## src/wsdf_pkg.sv

```systemverilog
// Shared types, constants and the opcode decoder of the WebSocket frame deframer.
package wsdf_pkg;

   localparam int LEN_BITS_DEFAULT = 64;

   typedef logic [2:0] ftype_type;

   localparam ftype_type TYPE_CONT    = 3'd0;
   localparam ftype_type TYPE_TEXT    = 3'd1;
   localparam ftype_type TYPE_BINARY  = 3'd2;
   localparam ftype_type TYPE_PING    = 3'd3;
   localparam ftype_type TYPE_PONG    = 3'd4;
   localparam ftype_type TYPE_CLOSE   = 3'd5;
   localparam ftype_type TYPE_INVALID = 3'd6;

   localparam logic [3:0] OP_CONT   = 4'h0;
   localparam logic [3:0] OP_TEXT   = 4'h1;
   localparam logic [3:0] OP_BINARY = 4'h2;
   localparam logic [3:0] OP_CLOSE  = 4'h8;
   localparam logic [3:0] OP_PING   = 4'h9;
   localparam logic [3:0] OP_PONG   = 4'ha;

   localparam logic [6:0] LEN7_EXT16 = 7'd126;
   localparam logic [6:0] LEN7_EXT64 = 7'd127;

   localparam logic [3:0] EXT16_BYTES = 4'd2;
   localparam logic [3:0] EXT64_BYTES = 4'd8;
   localparam logic [2:0] KEY_BYTES   = 3'd4;

   localparam logic [2:0] PH_HDR1 = 3'd0;
   localparam logic [2:0] PH_HDR2 = 3'd1;
   localparam logic [2:0] PH_LEN  = 3'd2;
   localparam logic [2:0] PH_MASK = 3'd3;
   localparam logic [2:0] PH_DATA = 3'd4;

   function automatic ftype_type map_opcode(input logic [3:0] op);
      ftype_type t;
      unique case (op)
         OP_CONT:   t = TYPE_CONT;
         OP_TEXT:   t = TYPE_TEXT;
         OP_BINARY: t = TYPE_BINARY;
         OP_CLOSE:  t = TYPE_CLOSE;
         OP_PING:   t = TYPE_PING;
         OP_PONG:   t = TYPE_PONG;
         default:   t = TYPE_INVALID;
      endcase
      return t;
   endfunction

endpackage

```

## src/websocket_frame_deframer.sv

```systemverilog
// WebSocket frame deframer: byte-wide header parser, unmasking and result register.
//
//  channel | direction | handshake             | payload
//  req_    | in        | req_valid / req_stall | req_in_byte
//  rsp_    | out       | rsp_valid / rsp_stall | rsp_payload_byte, rsp_payload_valid,
//          |           |                       | rsp_frame_type, rsp_final_fragment,
//          |           |                       | rsp_frame_end
//
// A request is taken every cycle in which the result register is empty or is
// being taken; its result, if any, shows in the result register on the next
// cycle. Header, extended length and mask key bytes give no result, but the last
// of them in an empty frame gives a bare end marker.
// Synchronous reset returns the parser to the first header byte.
module websocket_frame_deframer #(
   parameter int LEN_BITS = wsdf_pkg::LEN_BITS_DEFAULT
) (
   input  logic                clock,
   input  logic                reset,
   input  logic                req_valid,
   output logic                req_stall,
   input  logic [7:0]          req_in_byte,
   output logic                rsp_valid,
   input  logic                rsp_stall,
   output logic [7:0]          rsp_payload_byte,
   output logic                rsp_payload_valid,
   output wsdf_pkg::ftype_type rsp_frame_type,
   output logic                rsp_final_fragment,
   output logic                rsp_frame_end
);
   import wsdf_pkg::*;

   logic [2:0]          phase_ff, phase_in;
   logic [3:0]          len_left_ff, len_left_in;
   logic [LEN_BITS-1:0] remain_ff, remain_in;
   logic [31:0]         key_ff, key_in;
   logic [2:0]          key_left_ff, key_left_in;
   logic [1:0]          pos_ff, pos_in;
   ftype_type           type_ff, type_in;
   logic                fin_ff, fin_in;
   logic                masked_ff, masked_in;

   logic                rsp_valid_ff, rsp_valid_in;
   logic [7:0]          data_ff;
   logic                dvalid_ff;
   ftype_type           otype_ff;
   logic                ofin_ff;
   logic                end_ff;

   logic                accept;
   logic                emit;
   logic [7:0]          emit_data;
   logic                emit_dvalid;
   logic                emit_end;
   logic [6:0]          len7;
   logic [LEN_BITS-1:0] remain_dec;
   logic [7:0]          key_byte;

   assign req_stall = rsp_valid_ff && rsp_stall;
   assign accept    = req_valid && !req_stall;
   assign len7      = req_in_byte[6:0];
   assign remain_dec = remain_ff - LEN_BITS'(1);

   always_comb begin
      unique case (pos_ff)
         2'd0:    key_byte = key_ff[31:24];
         2'd1:    key_byte = key_ff[23:16];
         2'd2:    key_byte = key_ff[15:8];
         default: key_byte = key_ff[7:0];
      endcase
   end

   always_comb begin
      phase_in    = phase_ff;
      len_left_in = len_left_ff;
      remain_in   = remain_ff;
      key_in      = key_ff;
      key_left_in = key_left_ff;
      pos_in      = pos_ff;
      type_in     = type_ff;
      fin_in      = fin_ff;
      masked_in   = masked_ff;
      emit        = 1'b0;
      emit_data   = 8'h00;
      emit_dvalid = 1'b0;
      emit_end    = 1'b0;
      unique case (phase_ff)
         PH_HDR1: begin
            fin_in   = req_in_byte[7];
            type_in  = map_opcode(req_in_byte[3:0]);
            phase_in = PH_HDR2;
         end
         PH_HDR2: begin
            masked_in = req_in_byte[7];
            key_in    = 32'h0;
            if (len7 == LEN7_EXT16 || len7 == LEN7_EXT64) begin
               len_left_in = (len7 == LEN7_EXT64) ? EXT64_BYTES : EXT16_BYTES;
               remain_in   = '0;
               phase_in    = PH_LEN;
            end else begin
               remain_in = LEN_BITS'(len7);
               if (req_in_byte[7]) begin
                  key_left_in = KEY_BYTES;
                  phase_in    = PH_MASK;
               end else begin
                  pos_in = 2'd0;
                  if (len7 == 7'd0) begin
                     // empty frame: close it out with a bare end marker
                     emit     = 1'b1;
                     emit_end = 1'b1;
                     phase_in = PH_HDR1;
                  end else begin
                     phase_in = PH_DATA;
                  end
               end
            end
         end
         PH_LEN: begin
            remain_in   = {remain_ff[LEN_BITS-9:0], req_in_byte};
            len_left_in = len_left_ff - 4'd1;
            if (len_left_ff == 4'd1) begin
               if (masked_ff) begin
                  key_left_in = KEY_BYTES;
                  phase_in    = PH_MASK;
               end else begin
                  pos_in = 2'd0;
                  if ({remain_ff[LEN_BITS-9:0], req_in_byte} == '0) begin
                     emit     = 1'b1;
                     emit_end = 1'b1;
                     phase_in = PH_HDR1;
                  end else begin
                     phase_in = PH_DATA;
                  end
               end
            end
         end
         PH_MASK: begin
            key_in      = {key_ff[23:0], req_in_byte};
            key_left_in = key_left_ff - 3'd1;
            if (key_left_ff == 3'd1) begin
               pos_in = 2'd0;
               if (remain_ff == '0) begin
                  emit     = 1'b1;
                  emit_end = 1'b1;
                  phase_in = PH_HDR1;
               end else begin
                  phase_in = PH_DATA;
               end
            end
         end
         PH_DATA: begin
            emit        = 1'b1;
            emit_dvalid = 1'b1;
            emit_data   = masked_ff ? (req_in_byte ^ key_byte) : req_in_byte;
            pos_in      = pos_ff + 2'd1;
            remain_in   = remain_dec;
            emit_end    = (remain_dec == '0);
            if (remain_dec == '0) begin
               phase_in = PH_HDR1;
            end
         end
         default: begin
            phase_in = PH_HDR1;
         end
      endcase
   end

   always_comb begin
      if (accept) begin
         rsp_valid_in = emit;
      end else if (rsp_valid_ff && !rsp_stall) begin
         rsp_valid_in = 1'b0;
      end else begin
         rsp_valid_in = rsp_valid_ff;
      end
   end

   always_ff @(posedge clock) begin
      if (reset) begin
         phase_ff     <= PH_HDR1;
         len_left_ff  <= 4'd0;
         remain_ff    <= '0;
         key_ff       <= 32'h0;
         key_left_ff  <= 3'd0;
         pos_ff       <= 2'd0;
         type_ff      <= TYPE_CONT;
         fin_ff       <= 1'b0;
         masked_ff    <= 1'b0;
         rsp_valid_ff <= 1'b0;
      end else begin
         rsp_valid_ff <= rsp_valid_in;
         if (accept) begin
            phase_ff    <= phase_in;
            len_left_ff <= len_left_in;
            remain_ff   <= remain_in;
            key_ff      <= key_in;
            key_left_ff <= key_left_in;
            pos_ff      <= pos_in;
            type_ff     <= type_in;
            fin_ff      <= fin_in;
            masked_ff   <= masked_in;
         end
      end
   end

   // load the result register only when the request yields a result
   always_ff @(posedge clock) begin
      if (accept && emit) begin
         data_ff   <= emit_data;
         dvalid_ff <= emit_dvalid;
         otype_ff  <= type_ff;
         ofin_ff   <= fin_ff;
         end_ff    <= emit_end;
      end
   end

   assign rsp_valid          = rsp_valid_ff;
   assign rsp_payload_byte   = data_ff;
   assign rsp_payload_valid  = dvalid_ff;
   assign rsp_frame_type     = otype_ff;
   assign rsp_final_fragment = ofin_ff;
   assign rsp_frame_end      = end_ff;

endmodule
```

## config.mk

```make
export PLATFORM = sky130hd
export DESIGN_NAME = websocket_frame_deframer
export DESIGN_NICKNAME = d
export VERILOG_FILES = /design/src/wsdf_pkg.sv /design/src/websocket_frame_deframer.sv
export SDC_FILE = /design/constraint.sdc
export NUM_CORES = 1
export LEC_CHECK = 0
export BUFFER_PORTS_ARGS = -buffer_cell sky130_fd_sc_hd__buf_2
export CAP_MARGIN = 20
export CORE_MARGIN = 1.5
export CORE_UTILIZATION = 35
export CTS_CLUSTER_DIAMETER = 200
export DETAILED_ROUTE_END_ITERATION = 7
export PLACE_DENSITY_LB_ADDON = 0.3
export SLEW_MARGIN = 10
export SYNTH_ARGS = -nofsm -noshare
export SYNTH_HDL_FRONTEND = slang
export SYNTH_SLANG_ARGS = --single-unit
```

## constraint.sdc

```tcl
create_clock -name clock -period 3.7 [get_ports clock]
set_input_delay 0.185 -clock clock [delete_from_list [all_inputs] [get_ports clock]]
set_output_delay 0.185 -clock clock [all_outputs]
set_load 0.02 [all_outputs]
```

Word-level counts from Yosys, hierarchy flattened
Cells that the tools add are included.
Widths: inputs -> output; s select.
- flip-flop bits (word level): 128
- bits in latches: 0
- memory bits (writable): 0
- memory bits (read-only): 0
- memories: 0
- add/sub/neg operators: 4
- multiply operators: 0
- divide/modulo/power cells: 0
- magnitude comparators: 0
- eq/ne operators: 24
- shifts and indexed selects: 0
- muxes and demuxes: 43
- bitwise logic cells: 1
- reduce and logical (&&, ||, !) cells: 28
- operator list (cell ; number):
    $logic_not 64->1 ; 3
    $pmux 64 s3 ; 1
    $pmux 32 s2 ; 1
    $sub 64x1->64 const B ; 1
    $mux 3 ; 13
    $pmux 8 s3 ; 1
    $ne 2x2->1 const B ; 9
    $pmux 3 s6 ; 1
    $pmux 3 s5 ; 1
    $eq 7x7->1 const B ; 2
    $eq 4x4->1 const B ; 3
    $mux 1 ; 11
    $mux 2 ; 5
    $pmux 3 s3 ; 1
    $eq 4x1->1 const B ; 2
    $mux 4 ; 2
    $mux 8 ; 1
    $pmux 1 s4 ; 2
    $pmux 2 s4 ; 1
    $pmux 4 s2 ; 1
    $reduce_and 2->1 ; 4
    $xor 8x8->8 ; 1
    $logic_not 7->1 ; 1
    $mux 7 ; 1
    22 further kinds ; 31

Logic depth before layout (Yosys ltp)
Gate-level depths: netlist of the first run.
- word-level depth: 6
- gate-level depth with buffers: 12
- mapped depth without buffers: 10

Least setup slack after synthesis of the first run
Ideal clock, no wire load.
- kind: register -> register
- start: register remain_ff[50]
- end: register ofin_ff, in the netlist rsp_final_fragment (enable)
- arrival time: 3.085 ns
- required time: 3.323 ns
- slack: 0.238 ns
- cell stages (with the launch flop): 9
- clock period less this slack: 3.462 ns
- cell sequence: dfxtp_1 > clkbuf_1 > or4_1 > or3_1 > clkbuf_1 > or3b_1 > or4_1 > o32a_1 > a21oi_2
- word-level cells in the longest chain between the ends: 6
- elaborated cells on any way between the ends: 9
- those cells by class: mux (6); reduce/logical (3)
- ends and longest elaborated chain (what ; RTL line ; text):
    start, declared ; websocket_frame_deframer.sv:34 ; logic [LEN_BITS-1:0] remain_ff, remain_in;
    start signal, assigned ; websocket_frame_deframer.sv:194 ; remain_ff <= remain_in;
    $logic_not 64->1 ; websocket_frame_deframer.sv:126 ; if ({remain_ff[LEN_BITS-9:0], req_in_byte} == '0) begin
    $mux 1 ; websocket_frame_deframer.sv:126 ;
    $mux 1 ; websocket_frame_deframer.sv:121 ; if (masked_ff) begin
    $mux 1 ; websocket_frame_deframer.sv:120 ; if (len_left_ff == 4'd1) begin
    $pmux 1 s4 (*) ; websocket_frame_deframer.sv:86 ; unique case (phase_ff)
    $logic_and 1x1->1 (*) ; websocket_frame_deframer.sv:207 ; if (accept && emit) begin
    end signal, assigned ; websocket_frame_deframer.sv:211 ; ofin_ff <= fin_ff;
    end, declared ; websocket_frame_deframer.sv:46 ; logic ofin_ff;
Mark *: on every way between the ends. The rest lies on a longest branch, timed or not.
A chain may end at the register's enable or synchronous reset.

Final worst setup path of the first run
- start: register remain_ff[11]
- end: register data_ff[1], in the netlist rsp_payload_byte[1] (enable)
- word-level cells in the longest chain between the ends: 6
- elaborated cells on any way between the ends: 9
- those cells by class: mux (6); reduce/logical (3)
- ends and longest elaborated chain (what ; RTL line ; text):
    $logic_not 64->1 ; websocket_frame_deframer.sv:126 ;
    $mux 1 ; websocket_frame_deframer.sv:126 ;
    $mux 1 ; websocket_frame_deframer.sv:121 ;
    $mux 1 ; websocket_frame_deframer.sv:120 ;
    $pmux 1 s4 (*) ; websocket_frame_deframer.sv:86 ;
    $logic_and 1x1->1 (*) ; websocket_frame_deframer.sv:207 ;
    end signal, assigned ; websocket_frame_deframer.sv:208 ; data_ff <= emit_data;
    end, declared ; websocket_frame_deframer.sv:43 ; logic [7:0] data_ff;
Marked as above.

==> results_dict.tcl, run 1 <==
set metrics [dict create \
    status "completed" \
    area_delta_synth_final_pct 14.8 \
    design.core.area_um2 22800 \
    drt_wl_total_mm 27.2 \
    dr.pass1.iters 5 \
    grt_remaining_overflow 0 \
    p_per_area_nw_per_um2 589 \
    synth-edff-count 14 \
    post-route-period-util_pct 93.9 \
    ff_latch_area_um2 2700 \
    finalPower_mw 5.54 \
    netlist_instances 1100 \
    dr_wl_met3_mm 1.96 \
    rsz0062_at_grt "false" \
    synth-main-ff-cell "dfxtp_1" \
    synth.yosys.warnings 0 \
    period_minus_slack_ns 3.48 \
    seq_area_frac_synth_pct 33.0 \
    antenna_found_initial 0 \
    yosys-mux-area-fraction_pct 0.733 \
    yosys.area_share.simple_pct 31.5 \
    worst-r2r-setup-slack_ns 0.22 \
    vias 8546 \
    worst_r2r_startpoint "remain_ff[11]" \
    crit_required_ns 3.82 \
    grt_pass1_vias 7758 \
    switching_share_pct 41.5 \
    multi_input_area_um2 5060 \
    fin_worst_skew_ns 0.00838 \
    endpoint_kind "flip-flop" \
    grt_pass1_wl_mm 43.2 \
    synth.distinct_cells 77 \
    detail_route.wirelength.met1_mm 12.4 \
    rows 55 \
    clk_pin_slew_ns 0.06 \
    clockPowerShare_pct 30.9 \
    initial_core_util_pct 35.9 \
    synth-xor-area-share_pct 3.85 \
    preCtsSetupSlack_ns 0.193 \
    mostFrequentLayoutCells "nor2_1, nand2_1, dfxtp_1, a21oi_1, o21ai_0" \
    nFillCells 2337 \
    synth-async-reset-ratio_pct 0 \
    intPower_mw 3.24 \
    ant_nets 0 \
    top_layer_used "met4" \
    dieHeight_um 156 \
    synth_top_family_by_area "simple AND/OR/NAND/NOR gates" \
    max_cap_violations 0 \
    wl_met2_mm 12.0 \
    slew_headroom_pct 33.9 \
    final_common_cell "nor2_1" \
    cts_buffer_depth 2 \
    maxSlewViolCount 0 \
    n_antenna_cell 0 \
    p_switching_mw 2.30 \
    viasPerCell 5.97 \
    synth_compound_area_share_pct 23.7 \
    crit_path_start_kind "flip-flop" \
    yosys_register_bits 128 \
    synth_top_area_share_pct 27.9 \
    crit_arrival_ns 3.60 \
    synthTopCellsByArea "dfxtp_1, nor2_1, nand2_1" \
    p_leak_nw 3.33 \
    p_comb_share_pct 40.4 \
    setup-tns-final_ns 0 \
    crit_path_cell_trace "or4_4 -> nor4_4 -> nand2_1 -> or3b_1 -> or4_1 -> o32a_1 -> a21oi_2 -> buf_4" \
    wl_per_cell_um 19.0 \
    setup_slack_ns 0.225 \
    setup_violations 0 \
    ir_drop_uv 313 \
    fmax_mhz 288 \
    cts_made_buffers 17 \
    hp-start "rsp_stall" \
    htree_num_levels 4 \
    fp.dieW_um 156 \
    syn_area_per_cell_um2 7.44 \
    synth_fa_ha_area_share_pct 1.68 \
    drive_above_1_share_pct 13.8 \
    netlist_area_um2 8190 \
    critical_path.max_stage_delay_ns 0.56 \
    hold_class "in2reg" \
    worstSkewPairLatency_ns 0.44 \
    drt_iter0_drc 941 \
    post-dp-hpwl_mm 18.5 \
    cts_sinks 128 \
    cts_tree "done" \
    hold_viol_final 0 \
    grt_max_degree 76 \
    cts_root_buffer "clkbuf_16" \
    power_frac_seq_pct 28.6 \
    io_buffers 27 \
    yosysTopAreaCell "dfxtp_1" \
    num_io_pins 28 \
    finalWeightedCongestion 0.926 \
    drc 0 \
    postCtsSetupBuffers 0 \
    syn_nets 1123 \
    cp_slowest_cell "or4_4" \
    critPathKind "reg2reg" \
    final_nets 1129 \
    worstMarginPinSlew_ns 0.991 \
    cp_max_fo 15 \
    dieArea_um2 24300 \
    grt_usage_pct 22.7 \
    startpoint "remain_ff[11]" \
]
-- through the flow --
| stage | cell area, um2 | hold WS [ns] | std cells | utilization [%] |
|---|---|---|---|---|
| 6_report | 9400 | 0.102 | 1432 | 41.3 |
| 5_1_grt | 9400 | 0.103 | 1432 | 41.3 |
| 4_1_cts | 9390 | 0.0875 | 1432 | 41.2 |
| 3_5_place_dp | 8790 | 0.421 | 1400 | 38.6 |
| 3_3_place_gp | 8790 | 0.414 | 1400 | 38.6 |
| 2_1_floorplan | 8190 | 0.352 | 1100 | - |
-- state kept, by name (all words and copies together), names as in the netlist --
register and cells:
rsp_payload_valid 1, fin_ff 1, masked_ff 1, remain_ff 64, rsp_valid 1, type_ff 3
rsp_frame_end 1, key_ff 32, rsp_frame_type 3, rsp_payload_byte 8, key_left_ff 3, rsp_final_fragment 1
pos_ff 2, len_left_ff 4, phase_ff 3
-- synthesized netlist by cell type (all sizes together) (18+ instances only) --
| cell | instances |
|---|---|
| dfxtp | 114 |
| xor2 | 22 |
| a22oi | 22 |
| o21ai | 77 |
| nor3 | 55 |
| nor4 | 34 |
| a21oi | 82 |
| nand2 | 127 |
| nand3 | 49 |
| clkbuf | 90 |
| nand4 | 18 |
| nor2 | 142 |
-- critical path, delay by kind of cell (launching register included) --
kind            cells  cell delay (ns)
buf+inv             1             0.26
compound gates      2             0.51
flops               1             0.36
simple gates        5             2.02
-- cell type report --
type                    instances  area share (%)
inverters                      15           0.599
clock inverters                15            1.77
multi-input cells             857            53.8
flip-flops and latches        128            28.8
clock buffers                  17            4.53
repair buffers                 87            6.39
well taps                     313            4.17
-- final timing paths --
path | to | cells past startpoint
max | rsp_payload_byte[1] | 8
min | rsp_valid | 4
max reg2reg | rsp_payload_byte[1] | 8
min reg2reg | rsp_frame_type[1] | 0
-- metal layers --
| layer | vias to the layer above | GRT usage, % |
|---|---|---|
| met4 | 0 | 9.75 |
| li1 | 4055 | - |
| met1 | 4046 | 32.0 |
| met2 | 374 | 33.6 |
| met3 | 71 | 4.28 |
| met5 | - | 0 |
-- power groups by stage --
stage                     sequential (mW)  combinational, mW  clock, mW
after floorplan                      1.59               1.49          0
after global placement               1.61               2.17          0
after detailed placement             1.61               2.16          0
after CTS                            1.58               2.17       1.75
after global routing                 1.59               2.41       1.80
final                                1.58               2.24       1.71
-- cell families after synthesis --
family / count (synthesis)
xor gates and xnor gates: 36
and+or+nand+nor: 510
muxes: 6
AOI/OAI and AO/OA: 294
buffers and inverters: 115
DFF: 128
adders and majority gates: 11
-- repair_timing --
action	4_1_cts	5_1_grt
gates resized for setup	0	2
endpoints found under the setup margin	0	1
hold buffers	0	0
Power figures use the tool's default switching activity.
==> inputs of run 2 (changes only) <==
--- a/config.mk
+++ b/config.mk
@@ -11,7 +11,7 @@
 export CORE_UTILIZATION = 35
 export CTS_CLUSTER_DIAMETER = 200
 export DETAILED_ROUTE_END_ITERATION = 7
-export PLACE_DENSITY_LB_ADDON = 0.3
+export PLACE_DENSITY = 0.64
 export SLEW_MARGIN = 10
 export SYNTH_ARGS = -nofsm -noshare
 export SYNTH_HDL_FRONTEND = slang
==> run 2 against run 1 <==
- critical path depth did not move
- combinational power fell by 2%
- via count rose by 0.47%
- maximum frequency fell by 3.4%
- die area did not move
- sequential power barely moved
- clock power fell by 2%
- sequential share of layout area rose by 0.10 points
- setup slack got worse by 0.12 ns
- sequential cell count did not move
- routed wire length rose by 0.64%
- critical path type unchanged
==> results_dict.tcl, run 2 (synthesis gave the netlist of run 1 again) <==
set metrics [dict create \
    status "completed" \
    cp_max_fo 10 \
    grt_max_degree 86 \
    cts_tree "done" \
    fmax_mhz 278 \
    mostFrequentLayoutCells "nor2_1, nand2_1, dfxtp_1, a21oi_1, o21ai_0" \
    hold_class "in2reg" \
    regMostFlops "remain_ff" \
    finalWeightedCongestion 0.985 \
    final_util_pct 41.1 \
    drt_wl_total_mm 27.4 \
    clk_pin_slew_ns 0.06 \
    crit_path_start_kind "flip-flop" \
    place_area_um2 8790 \
    n_antenna_cell 0 \
    p_per_area_nw_per_um2 584 \
    post-dp-hpwl_mm 18.7 \
    max_cap_violations 0 \
    p_comb_share_pct 40.3 \
    hp-start "rsp_stall" \
    vias 8586 \
    intPower_mw 3.21 \
    p_leak_nw 3.31 \
    drive_above_1_share_pct 13.6 \
    hold_end "rsp_valid" \
    ant_nets 0 \
    cts_made_buffers 17 \
    setup-tns-final_ns 0 \
    worstSkewPairLatency_ns 0.43 \
    hold_ws_ns 0.0959 \
    critPathKind "reg2reg" \
    finalPower_mw 5.47 \
    cts_buffer_depth 2 \
    hold_viol_final 0 \
    postCtsSetupBuffers 0 \
    area_delta_synth_final_pct 14.4 \
    crit_arrival_ns 3.73 \
    r2r_cells 8 \
    ir_drop_uv 358 \
    grt_usage_pct 22.8 \
    dp_cells 1398 \
    clockPowerShare_pct 30.5 \
    num_io_pins 28 \
    largest_reg_flops 64 \
    rsz0062_at_grt "false" \
    holdPathStages 4 \
    worstMarginPinSlew_ns 1.03 \
    grt_pass1_vias 7877 \
    final_cell_area_um2 9370 \
    switching_share_pct 41.3 \
    cts_hold_buffers 0 \
    design.core.area_um2 22800 \
    setup_slack_ns 0.102 \
    io_buffers 27 \
    maxSlewViolCount 0 \
    grt_pass1_wl_mm 43.7 \
    final_cells 1430 \
    htree_num_levels 4 \
    drc 0 \
    viasPerCell 6.00 \
    cts_root_buffer "clkbuf_16" \
    power_frac_seq_pct 29.2 \
    rows 55 \
    preCtsSetupSlack_ns 0.184 \
    drt_iter0_drc 1026 \
    r2r_end "rsp_payload_byte[2]" \
    worst_r2r_startpoint "remain_ff[11]" \
    slew_headroom_pct 31.1 \
    post-route-period-util_pct 97.2 \
    grt_remaining_overflow 0 \
    period_minus_slack_ns 3.60 \
    dieHeight_um 156 \
    worst-r2r-setup-slack_ns 0.10 \
    dr.pass1.iters 6 \
    final_common_cell "nor2_1" \
    fin_worst_skew_ns 0.0124 \
    endpoint_kind "flip-flop" \
    p_switching_mw 2.26 \
    cts_sinks 128 \
    initial_core_util_pct 35.9 \
    wl_per_cell_um 19.1 \
    antenna_found_initial 0 \
    crit_required_ns 3.83 \
    fp.dieW_um 156 \
    dieArea_um2 24300 \
    setup_violations 0 \
    final_nets 1127 \
]
run 2: how the worst max path moves through the flow:
stage / end / slack (ns) / from / cells past startpoint
floorplan: rsp_final_fragment / 0.24 / remain_ff[50] / 8
global placement: phase_ff[2] / 0.24 / remain_ff[11] / 8
detailed placement: phase_ff[2] / 0.18 / remain_ff[11] / 8
CTS: phase_ff[2] / 0.17 / remain_ff[11] / 8
global route: phase_ff[2] / 0.03 / remain_ff[20] / 8
finish: rsp_payload_byte[2] / 0.10 / remain_ff[11] / 8
run 2: final cells by class:
class | instances | area (um2)
timing repair buffer | 85 | 598
fill | 2318 | 13400
clock inverter | 15 | 148
multi-input combinational | 857 | 5040
clock buffer | 17 | 425
tap | 313 | 392
inverter | 15 | 56.3
sequential | 128 | 2700
run 2: power by group through the flow:
stage               combinational, mW  sequential, mW  clock [mW]
global route                     2.38            1.60        1.75
global placement                 2.14            1.62           0
floorplan                        1.49            1.59           0
CTS                              2.15            1.59        1.69
detailed placement               2.14            1.62           0
finish                           2.20            1.59        1.67
run 2: worst max-delay path: stages (launching register included):
cell and delay, ns:
dfxtp_1 0.37, or4_4 0.56, nor4_4 0.54, nand2_1 0.20, or3b_1 0.40, or4_1 0.48, o32a_1 0.36, a21oi_2 0.17
buf_4 0.22
run 2: what timing repair did:
item / in CTS / in global routing
resized for setup: 0 / 1
hold endpoints to repair: 0 / 0
endpoints found under the setup margin: 0 / 1
run 2: layer usage:
layer / share of wire, % / vias to the layer above / routed length [um] / track usage [%]
met2: 45 / 380 / 12400 / 35.3
li1: - / 4047 / - / -
met5: 0 / - / 0 / 0
met1: 45 / 4105 / 12300 / 31.3
met3: 7.1 / 54 / 1950 / 4.11
met4: 2.7 / 0 / 748 / 9.43
==> inputs of run 3 (changes only) <==
--- a/config.mk
+++ b/config.mk
@@ -11,7 +11,7 @@
 export CORE_UTILIZATION = 35
 export CTS_CLUSTER_DIAMETER = 200
 export DETAILED_ROUTE_END_ITERATION = 7
-export PLACE_DENSITY = 0.64
+export PLACE_DENSITY = 0.51
 export SLEW_MARGIN = 10
 export SYNTH_ARGS = -nofsm -noshare
 export SYNTH_HDL_FRONTEND = slang
==> run 3 against run 2 <==
- first-iteration DRC count fell by 15%
- utilization rose by 0.35 points
- critical path depth unchanged
- die area is the same
- largest power group unchanged
- highest routed layer unchanged
- global-route usage grew 1.3 points
- via count is 1.7% lower
==> results_dict.tcl, run 3 (synthesis gave the netlist of run 1 again) <==
set metrics [dict create \
    status "completed" \
    n_antenna_cell 0 \
    critical_path.max_stage_delay_ns 0.61 \
    maxSlewViolCount 0 \
    grt_pass1_vias 7936 \
    fin_worst_skew_ns 0.0153 \
    mostFrequentLayoutCells "nor2_1, nand2_1, dfxtp_1, a21oi_1, o21ai_0" \
    worst-r2r-setup-slack_ns 0.18 \
    rsz0062_at_grt "false" \
    path_common_cell "or4_4" \
    fp.dieW_um 156 \
    fmax_mhz 284 \
    post-dp-hpwl_mm 19.6 \
    regMostFlops "remain_ff" \
    switching_share_pct 42.0 \
    largest_reg_flops 64 \
    drive_above_1_share_pct 14.6 \
    cts_buffer_depth 2 \
    cts_made_buffers 17 \
    antenna_found_initial 0 \
    hold_class "in2reg" \
    cp_num_buf_inv 0 \
    p_per_area_nw_per_um2 580 \
    final_common_cell "nor2_1" \
    grt_usage_pct 24.1 \
    worst_r2r_startpoint "remain_ff[11]" \
    drc 0 \
    grt_pass1_wl_mm 45.8 \
    crit_path_start_kind "flip-flop" \
    drt_iter0_drc 871 \
    vias 8437 \
    power_frac_seq_pct 28.8 \
    worstMarginPinSlew_ns 0.808 \
    area_delta_synth_final_pct 15.4 \
    grt_remaining_overflow 0 \
    period_minus_slack_ns 3.52 \
    cts_hold_buffers 0 \
    max_cap_violations 0 \
    num_io_pins 28 \
    cts_root_buffer "clkbuf_16" \
    design.core.area_um2 22800 \
    dieArea_um2 24300 \
    hold_ws_ns 0.0978 \
    critPathKind "reg2reg" \
    crit_arrival_ns 3.80 \
    cts_tree "done" \
    io_buffers 27 \
    cp_max_fo 13 \
    preCtsSetupSlack_ns 0.161 \
    rows 55 \
    dieHeight_um 156 \
    crit_required_ns 3.99 \
    startpoint "remain_ff[11]" \
    grt_max_degree 73 \
    wl_per_cell_um 19.8 \
    clockPowerShare_pct 30.2 \
    hp-start "req_in_byte[6]" \
    path_delay_family "simple AND/OR/NAND/NOR gates" \
    post-route-period-util_pct 95.0 \
    final_nets 1140 \
    crit_path_cell_trace "or4_4 -> or4_4 -> or4_4 -> xor2_1 -> nand4_1 -> or4_1 -> nor4_2 -> o41ai_2" \
    p_leak_nw 3.36 \
    intPower_mw 3.18 \
    p_switching_mw 2.30 \
    slew_headroom_pct 46.1 \
    finalWeightedCongestion 0.940 \
    setup_slack_ns 0.183 \
    htree_num_levels 4 \
    dr.pass1.iters 5 \
    hold_viol_final 0 \
    endpoint_kind "flip-flop" \
    initial_core_util_pct 35.9 \
    setup-tns-final_ns 0 \
    nFillCells 2350 \
    p_comb_share_pct 41.0 \
    ir_drop_uv 283 \
    ant_nets 0 \
    postCtsSetupBuffers 0 \
    cp_slowest_cell "or4_4" \
    viasPerCell 5.85 \
    setup_violations 0 \
    cts_resized 0 \
    finalPower_mw 5.48 \
    drt_wl_total_mm 28.5 \
    clk_pin_slew_ns 0.07 \
    worstSkewPairLatency_ns 0.44 \
    cts_sinks 128 \
]
[run 3: changes by cell type in the layout (fill, tap and decap cells not counted), moves of 2 or more]
cell        previous run  this run
buf_4                 57        71
clkinv_2               2         0
clkinv_4               4         1
clkinvlp_4             0         2
inv_4                  0         2
inv_8                  1         3
[run 3: power groups by stage]
stage | Combinational [mW] | Sequential (mW) | Clock [mW]
floorplan | 1.49 | 1.59 | 0
global placement | 2.20 | 1.61 | 0
detailed placement | 2.19 | 1.61 | 0
CTS | 2.20 | 1.58 | 1.69
global route | 2.44 | 1.59 | 1.76
finish | 2.24 | 1.58 | 1.66
[run 3: final cells by class]
cell class	instances	area (um2)	share of cell area, %
Timing Repair Buffer	98	683	7.23
Inverter	15	56.3	0.596
Clock buffer	17	425	4.50
Multi-Input combinational cell	857	5050	53.4
Tap cell	313	392	4.15
Sequential cell	128	2700	28.6
Clock inverter	15	139	1.47
[run 3: metal layers]
layer	vias to the layer above	GRT usage, %	part of all wire [%]
met1	4015	34.9	48
li1	4077	-	-
met3	49	3.72	5.7
met2	296	36.1	44
met5	-	0	0
met4	0	8.34	2.3
[run 3: worst min-delay path, stage by stage]
cell and delay (ns):
buf_2 0.15, nand3_1 0.09, a21oi_1 0.06
[run 3: worst paths after layout]
kind                        to  depth (start not counted)
max reg2reg        phase_ff[2]                          8
max                phase_ff[2]                          8
min                  key_ff[6]                          3
min reg2reg  rsp_frame_type[2]                          0
[run 3: per-stage QoR]
stage	area [um2]	std cells	util [%]
4_1_cts	9440	1443	41.4
3_5_place_dp	8880	1411	39.0
2_1_floorplan	8190	1100	-
3_3_place_gp	8880	1411	39.0
5_1_grt	9450	1443	41.5
6_report	9450	1443	41.5
